**src/hw/rtl/dfq_pkg.sv**
```systemverilog
// ----------------------------------------------------------------------------
// dfq_pkg: shared types and constants of the delimited field quoter
// Holds the request payload types, the command that passes from the front to
// the back, the scan mode encoding and the character constants.
// ----------------------------------------------------------------------------
package dfq_pkg;

	localparam logic [7:0] ChQuote     = 8'h22;
	localparam logic [7:0] ChSpace     = 8'h20;
	localparam logic [7:0] ChTab       = 8'h09;
	localparam logic [7:0] ChNewline   = 8'h0A;
	localparam logic [7:0] ChDash      = 8'h2D;
	localparam logic [7:0] DelimReset  = 8'h2C;

	// Command queue depth between the front and the back (two or more).
	localparam int QueueDepth = 2;

	typedef enum logic [1:0] {
		MODE_SCAN  = 2'd0,
		MODE_QTOK  = 2'd1,
		MODE_DELIM = 2'd2,
		MODE_NQTOK = 2'd3
	} mode_t;

	typedef struct packed {
		logic [7:0] in_byte;
		logic       end_of_input;
	} in_req_t;

	typedef struct packed {
		logic [7:0] out_byte;
		logic       last;
	} out_req_t;

	// One or two output bytes caused by one input request.
	typedef struct packed {
		logic       two;
		logic [7:0] b0;
		logic [7:0] b1;
	} cmd_t;

endpackage

```
**src/hw/rtl/dfq_front.sv**
```systemverilog
// ----------------------------------------------------------------------------
// dfq_front: input acceptance and character classification
// Runs the four-mode scanner, holds the delimiter register and turns each
// input request that yields output into a command of one or two output bytes.
// ----------------------------------------------------------------------------
module dfq_front (
	input  logic              clk,
	input  logic              arst_n,
	input  logic              cfg_we,
	input  logic [7:0]        cfg_wdata,
	input  logic              in_valid,
	output logic              in_stall,
	input  dfq_pkg::in_req_t  in_data,
	input  logic              q_full,
	output logic              push,
	output dfq_pkg::cmd_t     push_cmd
);

	dfq_pkg::mode_t mode_q;
	dfq_pkg::mode_t mode_next;
	logic [7:0]     delim_q;
	logic           has_out;
	logic           accept;

	assign in_stall = q_full;
	assign accept   = in_valid && !q_full;
	assign push     = accept && has_out;

	always_ff @(posedge clk or negedge arst_n) begin
		if (!arst_n) begin
			delim_q <= dfq_pkg::DelimReset;
		end else if (cfg_we) begin
			delim_q <= cfg_wdata;
		end
	end

	always_ff @(posedge clk or negedge arst_n) begin
		if (!arst_n) begin
			mode_q <= dfq_pkg::MODE_SCAN;
		end else if (accept) begin
			mode_q <= mode_next;
		end
	end

	always_comb begin
		logic [7:0] c;
		logic       eoi;
		logic       is_q;
		logic       is_nl;
		logic       is_d;
		c         = in_data.in_byte;
		eoi       = in_data.end_of_input;
		is_q      = !eoi && (c == dfq_pkg::ChQuote);
		is_nl     = !eoi && (c == dfq_pkg::ChNewline);
		is_d      = !eoi && (c == delim_q);
		mode_next = mode_q;
		has_out   = 1'b1;
		push_cmd  = '{two: 1'b0, b0: c, b1: c};
		case (mode_q)
			dfq_pkg::MODE_SCAN: begin
				if (eoi) begin
					has_out = 1'b0;
				end else if (is_q) begin
					push_cmd.b0 = dfq_pkg::ChQuote;
					mode_next   = dfq_pkg::MODE_QTOK;
				end else if (c inside {dfq_pkg::ChSpace, dfq_pkg::ChTab,
						dfq_pkg::ChNewline}) begin
					push_cmd.b0 = c;
				end else if (is_d) begin
					push_cmd.b0 = dfq_pkg::ChSpace;
					mode_next   = dfq_pkg::MODE_DELIM;
				end else begin
					push_cmd  = '{two: 1'b1, b0: dfq_pkg::ChQuote, b1: c};
					mode_next = dfq_pkg::MODE_NQTOK;
				end
			end
			dfq_pkg::MODE_QTOK: begin
				if (eoi || is_q) begin
					push_cmd.b0 = dfq_pkg::ChQuote;
					mode_next   = dfq_pkg::MODE_SCAN;
				end
			end
			dfq_pkg::MODE_DELIM: begin
				if (is_q) begin
					push_cmd.b0 = dfq_pkg::ChQuote;
					mode_next   = dfq_pkg::MODE_QTOK;
				end else if (eoi || is_nl) begin
					push_cmd.b0 = dfq_pkg::ChNewline;
					mode_next   = dfq_pkg::MODE_SCAN;
				end else if (is_d) begin
					push_cmd = '{two: 1'b1, b0: dfq_pkg::ChDash, b1: dfq_pkg::ChSpace};
				end else begin
					push_cmd  = '{two: 1'b1, b0: dfq_pkg::ChQuote, b1: c};
					mode_next = dfq_pkg::MODE_NQTOK;
				end
			end
			dfq_pkg::MODE_NQTOK: begin
				if (eoi || is_nl) begin
					push_cmd  = '{two: 1'b1, b0: dfq_pkg::ChQuote, b1: dfq_pkg::ChNewline};
					mode_next = dfq_pkg::MODE_SCAN;
				end else if (is_q) begin
					push_cmd = '{two: 1'b1, b0: dfq_pkg::ChQuote, b1: dfq_pkg::ChQuote};
				end else if (is_d) begin
					push_cmd  = '{two: 1'b1, b0: dfq_pkg::ChQuote, b1: dfq_pkg::ChSpace};
					mode_next = dfq_pkg::MODE_DELIM;
				end
			end
			default: begin
				has_out   = 1'b0;
				mode_next = dfq_pkg::MODE_SCAN;
			end
		endcase
	end

endmodule

```
**src/hw/rtl/dfq_queue.sv**
```systemverilog
// ----------------------------------------------------------------------------
// dfq_queue: command queue between front and back
// A small register FIFO of byte commands, so the two sides stall apart.
// ----------------------------------------------------------------------------
module dfq_queue #(
	parameter int Depth = dfq_pkg::QueueDepth
) (
	input  logic          clk,
	input  logic          arst_n,
	input  logic          push,
	input  dfq_pkg::cmd_t push_cmd,
	input  logic          pop,
	output dfq_pkg::cmd_t head,
	output logic          full,
	output logic          empty
);

	localparam int PtrW = (Depth > 1) ? $clog2(Depth) : 1;
	localparam int CntW = $clog2(Depth + 1);

	dfq_pkg::cmd_t   entries_q [Depth];
	logic [PtrW-1:0] wr_ptr_q;
	logic [PtrW-1:0] rd_ptr_q;
	logic [CntW-1:0] count_q;

	assign full  = (count_q == CntW'(Depth));
	assign empty = (count_q == '0);
	assign head  = entries_q[rd_ptr_q];

	always_ff @(posedge clk) begin
		if (push) begin
			entries_q[wr_ptr_q] <= push_cmd;
		end
	end

	always_ff @(posedge clk or negedge arst_n) begin
		if (!arst_n) begin
			wr_ptr_q <= '0;
			rd_ptr_q <= '0;
			count_q  <= '0;
		end else begin
			if (push) begin
				wr_ptr_q <= (wr_ptr_q == PtrW'(Depth - 1)) ? '0 : wr_ptr_q + 1'b1;
			end
			if (pop) begin
				rd_ptr_q <= (rd_ptr_q == PtrW'(Depth - 1)) ? '0 : rd_ptr_q + 1'b1;
			end
			if (push && !pop) begin
				count_q <= count_q + 1'b1;
			end else if (pop && !push) begin
				count_q <= count_q - 1'b1;
			end
		end
	end

`ifndef SYNTHESIS
	a_no_overflow: assert property (@(posedge clk) disable iff (!arst_n)
		!(push && full))
		else $error("command pushed into a full queue");
	a_no_underflow: assert property (@(posedge clk) disable iff (!arst_n)
		!(pop && empty))
		else $error("command popped from an empty queue");
	a_count_range: assert property (@(posedge clk) disable iff (!arst_n)
		count_q <= CntW'(Depth))
		else $error("queue count beyond depth");
`endif

endmodule

```
**src/hw/rtl/dfq_back.sv**
```systemverilog
// ----------------------------------------------------------------------------
// dfq_back: output byte sequencer
// Pops commands and emits their bytes one per cycle while out_stall is low
// through an output register, marking the final byte of each command.
// ----------------------------------------------------------------------------
module dfq_back (
	input  logic              clk,
	input  logic              arst_n,
	input  logic              q_empty,
	input  dfq_pkg::cmd_t     q_head,
	output logic              pop,
	output logic              out_valid,
	input  logic              out_stall,
	output dfq_pkg::out_req_t out_data
);

	logic              out_valid_q;
	dfq_pkg::out_req_t out_data_q;
	logic              pend_q;
	logic [7:0]        pend_byte_q;
	logic              load;

	assign load      = !out_valid_q || !out_stall;
	assign pop       = load && !pend_q && !q_empty;
	assign out_valid = out_valid_q;
	assign out_data  = out_data_q;

	always_ff @(posedge clk) begin
		if (load) begin
			if (pend_q) begin
				out_data_q <= '{out_byte: pend_byte_q, last: 1'b1};
			end else begin
				out_data_q  <= '{out_byte: q_head.b0, last: !q_head.two};
				pend_byte_q <= q_head.b1;
			end
		end
	end

	always_ff @(posedge clk or negedge arst_n) begin
		if (!arst_n) begin
			out_valid_q <= 1'b0;
			pend_q      <= 1'b0;
		end else if (load) begin
			out_valid_q <= pend_q || !q_empty;
			pend_q      <= !pend_q && !q_empty && q_head.two;
		end
	end

`ifndef SYNTHESIS
	a_pend_shown: assert property (@(posedge clk) disable iff (!arst_n)
		pend_q |-> out_valid_q && !out_data_q.last)
		else $error("second byte pending without its first byte on the output");
	a_pend_last: assert property (@(posedge clk) disable iff (!arst_n)
		pend_q && !out_stall |=> out_valid_q && out_data_q.last)
		else $error("second byte of a command not emitted as last");
`endif

endmodule

```
**src/hw/rtl/delimited_field_quoter_unit.sv**
```systemverilog
// ----------------------------------------------------------------------------
// delimited_field_quoter_unit: delimited field quoter, top level
// Turns delimiter-separated text into space-separated quoted tokens.
// ----------------------------------------------------------------------------
// Usage: each input request carries one byte or an end-of-input mark and is
// accepted at a rising edge where in_valid is high and in_stall is low. Each
// request yields zero, one or two output requests on the out channel, the
// last of them flagged by last; a request that yields nothing (an end mark
// between tokens) simply updates nothing and leaves no trace on the output.
// The delimiter register is written through cfg_we and cfg_wdata; the user
// must write it only while the block is idle, as the block itself does not
// enforce this. It resets to a comma. The first output byte of a request
// passes through the command queue and then the output register before it
// is presented on out_valid. The output side emits one byte per cycle while
// out_stall is low, as set by the single-byte output register. A short
// command queue sits between the scanner front and the byte sequencer back,
// so the front keeps accepting requests while the back waits on a stalled
// receiver. When out_stall is high the output request holds; once the
// queue fills, in_stall rises. Reset clears the scan mode to between-tokens,
// empties the queue and drops out_valid.
// ----------------------------------------------------------------------------
module delimited_field_quoter_unit #(
	parameter int QueueDepth = dfq_pkg::QueueDepth
) (
	input  logic              clk,
	input  logic              arst_n,
	input  logic              cfg_we,
	input  logic [7:0]        cfg_wdata,
	input  logic              in_valid,
	output logic              in_stall,
	input  dfq_pkg::in_req_t  in_data,
	output logic              out_valid,
	input  logic              out_stall,
	output dfq_pkg::out_req_t out_data
);

	// Front to queue: a command is pushed for every accepted request that
	// produces output bytes.
	logic          push;
	dfq_pkg::cmd_t push_cmd;
	// Queue to back: head command and fill status.
	logic          pop;
	dfq_pkg::cmd_t head;
	logic          q_full;
	logic          q_empty;

	dfq_front u_front (
		.clk       (clk),
		.arst_n    (arst_n),
		.cfg_we    (cfg_we),
		.cfg_wdata (cfg_wdata),
		.in_valid  (in_valid),
		.in_stall  (in_stall),
		.in_data   (in_data),
		.q_full    (q_full),
		.push      (push),
		.push_cmd  (push_cmd)
	);

	dfq_queue #(
		.Depth (QueueDepth)
	) u_queue (
		.clk      (clk),
		.arst_n   (arst_n),
		.push     (push),
		.push_cmd (push_cmd),
		.pop      (pop),
		.head     (head),
		.full     (q_full),
		.empty    (q_empty)
	);

	// The back drains the queue one byte per cycle into the output register while out_stall is low.
	dfq_back u_back (
		.clk       (clk),
		.arst_n    (arst_n),
		.q_empty   (q_empty),
		.q_head    (head),
		.pop       (pop),
		.out_valid (out_valid),
		.out_stall (out_stall),
		.out_data  (out_data)
	);

endmodule
```
**config.mk**
```make
export PLATFORM = sky130hd
export DESIGN_NAME = delimited_field_quoter_unit
export DESIGN_NICKNAME = d
export VERILOG_FILES = /design/src/hw/rtl/dfq_pkg.sv /design/src/hw/rtl/dfq_front.sv /design/src/hw/rtl/dfq_queue.sv /design/src/hw/rtl/dfq_back.sv /design/src/hw/rtl/delimited_field_quoter_unit.sv
export SDC_FILE = /design/constraint.sdc
export NUM_CORES = 1
export LEC_CHECK = 0
export BUFFER_PORTS_ARGS = -buffer_cell sky130_fd_sc_hd__buf_2
export CAP_MARGIN = 40
export CORE_MARGIN = 2
export CORE_UTILIZATION = 50
export CTS_CLUSTER_SIZE = 14
export DETAILED_ROUTE_END_ITERATION = 12
export GPL_TIMING_DRIVEN = 0
export HOLD_SLACK_MARGIN = 0.03
export PLACE_DENSITY = 0.7
export SYNTH_ARGS = -nofsm -noshare
export SYNTH_HDL_FRONTEND = slang
export SYNTH_SLANG_ARGS = --single-unit
export TNS_END_PERCENT = 50
```
**constraint.sdc**
```tcl
create_clock -name clk -period 8.15 [get_ports clk]
set_input_delay 1.63 -clock clk [delete_from_list [all_inputs] [get_ports clk]]
set_output_delay 1.63 -clock clk [all_outputs]
set_load 0.05 [all_outputs]
```
==> flow_metrics.py <==
metrics = {
    "global_routing": {
        "antenna_found_initial": 0,
        "grt_start_max_net_pins": 18,
        "grt_pass1_vias": 1750,
        "grt_overflow": 0,
        "track_usage_pct": 17.3,
        "grt_pass1_wl_um": 8530,
    },
    "clocking": {
        "cts_num_sinks": 67,
        "htreeDepth": 3,
        "clk_latency_ps": 330,
        "cts_setup_buffers": 0,
        "cts_tree": "done",
        "clk_path_buf_depth": 2,
        "root_buffer": "clkbuf_8",
        "postCtsHoldBufs": 0,
        "cts_resized": 0,
        "cts.clk_slew.worst_paths_ps": 70,
        "cts_made_buffers": 9,
    },
    "timing": {
        "slew_headroom_pct": 44.7,
        "setup_viol": 0,
        "hold_violations": 0,
        "tightest_slew_ps": 830,
        "finalCriticalPeriod_ps": 3310,
        "slew_violations": 0,
        "rsz0062_at_grt": "false",
        "fin_skew_ps": 12.6,
        "fmax_mhz": 303,
        "hold-worst-slack_ps": 507,
        "setup_tns_ps": 0,
        "final.period_utilization_pct": 40.6,
        "layout_setup_ws_ps": 4840,
    },
    "logic_synthesis": {
        "syn_area_um2": 3100,
        "synth_top_area_cell": "edfxtp_1",
        "synth_top_area_share_pct": 49.4,
        "synth_edf_count": 51,
        "synth-seq-cells": 67,
        "yosys-top-cells-area": "edfxtp_1 49%, dfrtp_1 10%, mux2_2 5.8%",
        "synth_async_sr_flop_share_pct": 23.9,
        "synth_warnings": 0,
        "synth_flop_cell": "edfxtp_1",
        "seq_area_frac_synth_pct": 62.5,
        "syn_nets": 257,
        "synth.avg_cell_area_um2": 13.2,
        "synthCells": 234,
        "synth.distinct_cells": 53,
    },
    "layout": {
        "layout-drive-gt1-share_pct": 28.8,
        "final_common_cell": "edfxtp_1",
        "num_antenna_cells": 0,
        "multi_input_area_um2": 1070,
        "seqCellArea_um2": 1940,
        "fin_nets": 299,
        "nFillCells": 495,
        "final_area_um2": 3580,
        "area_delta_synth_final_pct": 15.6,
        "final_cell_mix": "51 x edfxtp_1, 31 x buf_2, 16 x nand2_1, 16 x mux2_2",
    },
    "worst_hold_path": {
        "hold_class": "register to register",
    },
    "pwr": {
        "p_sw_uw": 452,
        "powerDensity_nw_per_um2": 362,
        "p_clk_share_pct": 22.9,
        "share_seq_of_total_power_pct": 42.9,
        "peakVddDrop_mv": 0.182,
        "p_comb_share_pct": 34.1,
        "p_sw_share_pct": 34.8,
        "p_int_uw": 845,
        "leakage_uw": 0.00135,
    },
    "setup_path": {
        "cp-end-kind": "register",
        "cpLargestDelayFamily": "simple AND/OR/NAND/NOR gates",
        "timing.critical_path.buf_inv": 1,
        "start_kind": "input pin",
        "worst_ep_required_time_ps": 8200,
        "reg2reg_setup_slack_ps": 5920,
        "cpPeakStageDelay_ps": 420,
        "worst_path_max_delay_cell": "nor4_4",
        "arrival_ps": 3360,
        "crit_fanout": 6,
        "crit_top_cell": "nor2_1",
        "crit_chain": "buf_2, nor4_4, nand3_1, o211ai_1, nor2_1, nor2_1, o22ai_1",
        "critical_path_class": "input pin to register",
    },
    "flow_run": {
        "maxCapViolCount": 0,
    },
    "die": {
        "die_area_um2": 6840,
        "core_um2": 5960,
        "boundaryPins": 33,
        "fp-row-count": 28,
        "dieHeight_um": 82.7,
        "die_w_um": 82.7,
        "start_util_pct": 52.0,
    },
    "detailed_routing": {
        "drt_iter0_drc": 102,
        "routed-via-count": 1919,
        "dr.pass1.iters": 4,
        "routed_via_density": 5.39,
        "wl_um": 5320,
        "ant_nets": 0,
        "drc_errors": 0,
        "avgRoutedWirePerCell_um": 15.0,
    },
    "place": {
        "dpl_worst_slack_ps": 4490,
        "gp_congestion": 0.810,
        "place_hpwl_um": 3830,
        "port-buffer-count": 28,
        "place_area_um2": 3360,
    },
    "status": {
        "outcome": "complete, no violations",
    },
}
## power by group through the flow
| stage | combinational, µW | clock [µW] | sequential [µW] |
|---|---|---|---|
| 6_report | 443 | 297 | 557 |
| 5_1_grt | 485 | 317 | 568 |
| 4_1_cts | 446 | 303 | 558 |
| 3_5_place_dp | 445 | 0 | 565 |
| 3_3_place_gp | 427 | 0 | 563 |
| 2_1_floorplan | 256 | 0 | 643 |
## routing by layer
layer	global-route usage (%)	part of all wire [%]
met1	22.9	46
met2	27.0	48
met3	3.80	4.7
met4	8.85	1.5
met5	0	0
## cell usage after synthesis, drive strengths merged (2+ instances only)
| cell type | count |
|---|---|
| o21ai | 16 |
| nor4 | 4 |
| edfxtp | 51 |
| dfrtp | 13 |
| xnor2 | 10 |
| buf | 6 |
| inv | 6 |
| nand2 | 16 |
| mux2i | 9 |
| mux2 | 17 |
| dfstp | 3 |
| nor2 | 12 |
| nand3 | 4 |
| a21oi | 13 |
| o31ai | 3 |
| nor3 | 3 |
| and3 | 2 |
| nand4 | 3 |
| xor2 | 4 |
| nor3b | 3 |
| o22ai | 3 |
| clkbuf | 5 |
| nor2b | 8 |
## sequential cells by signal, summed over array words and instances, names as in the netlist
signal	cells
u_back.out_data	9
u_queue.wr_ptr_q	1
u_queue.entries_q	34
u_queue.count_q	2
u_front.delim_q	8
u_back.pend_q	1
u_front.mode_q	2
u_queue.rd_ptr_q	1
u_back.pend_byte_q	8
u_back.out_valid	1
## cell families (layout without fill, tap and decap cells)
family | Yosys count | in the layout | synth area share (%)
flops | 67 | 67 | 62.5
simple gates | 61 | 61 | 11.5
compound gates | 47 | 47 | 9.33
mux | 26 | 26 | 9.20
buf+inv | 18 | 65 | 3.11
xor+xnor | 14 | 14 | 3.96
fa+ha+maj | 1 | 1 | 0.404
## stage by stage
stage	utilization, %	instances	total power, µW
after detailed placement	56.4	340	1010
after floorplan	-	234	899
final	60.2	356	1300
after CTS	60.2	356	1310
after global routing	60.2	356	1370
after global placement	56.0	337	990
## final timing paths
check | startpoint | end | cells past startpoint
worst max-delay path | in_data[3] | u_queue.entries_q[1][10]$_DFFE_PP_ | 7
worst min-delay path | u_queue.wr_ptr_q$_DFFE_PN0P_ | u_queue.wr_ptr_q$_DFFE_PN0P_ | 1
worst min register to register | u_queue.wr_ptr_q$_DFFE_PN0P_ | u_queue.wr_ptr_q$_DFFE_PN0P_ | 1
min in group asynchronous | arst_n | u_front.delim_q[4]$_DFFE_PN0P_ | 1
worst max register to register | u_front.delim_q[3]$_DFFE_PN1P_ | u_queue.entries_q[1][10]$_DFFE_PP_ | 6
max in group asynchronous | arst_n | u_front.delim_q[5]$_DFFE_PN1P_ | 1
## layout make-up
| type | count | share of cell area (%) |
|---|---|---|
| multi-input cells | 149 | 30.0 |
| repair buffers | 31 | 4.47 |
| clock buffers | 13 | 5.03 |
| flip-flops and latches | 67 | 54.0 |
| clock inverters | 3 | 1.22 |
| inverters | 7 | 0.733 |
| plain buffers | 11 | 1.96 |
| well taps | 75 | 2.62 |
No activity file was read; power rests on OpenSTA's default activity.
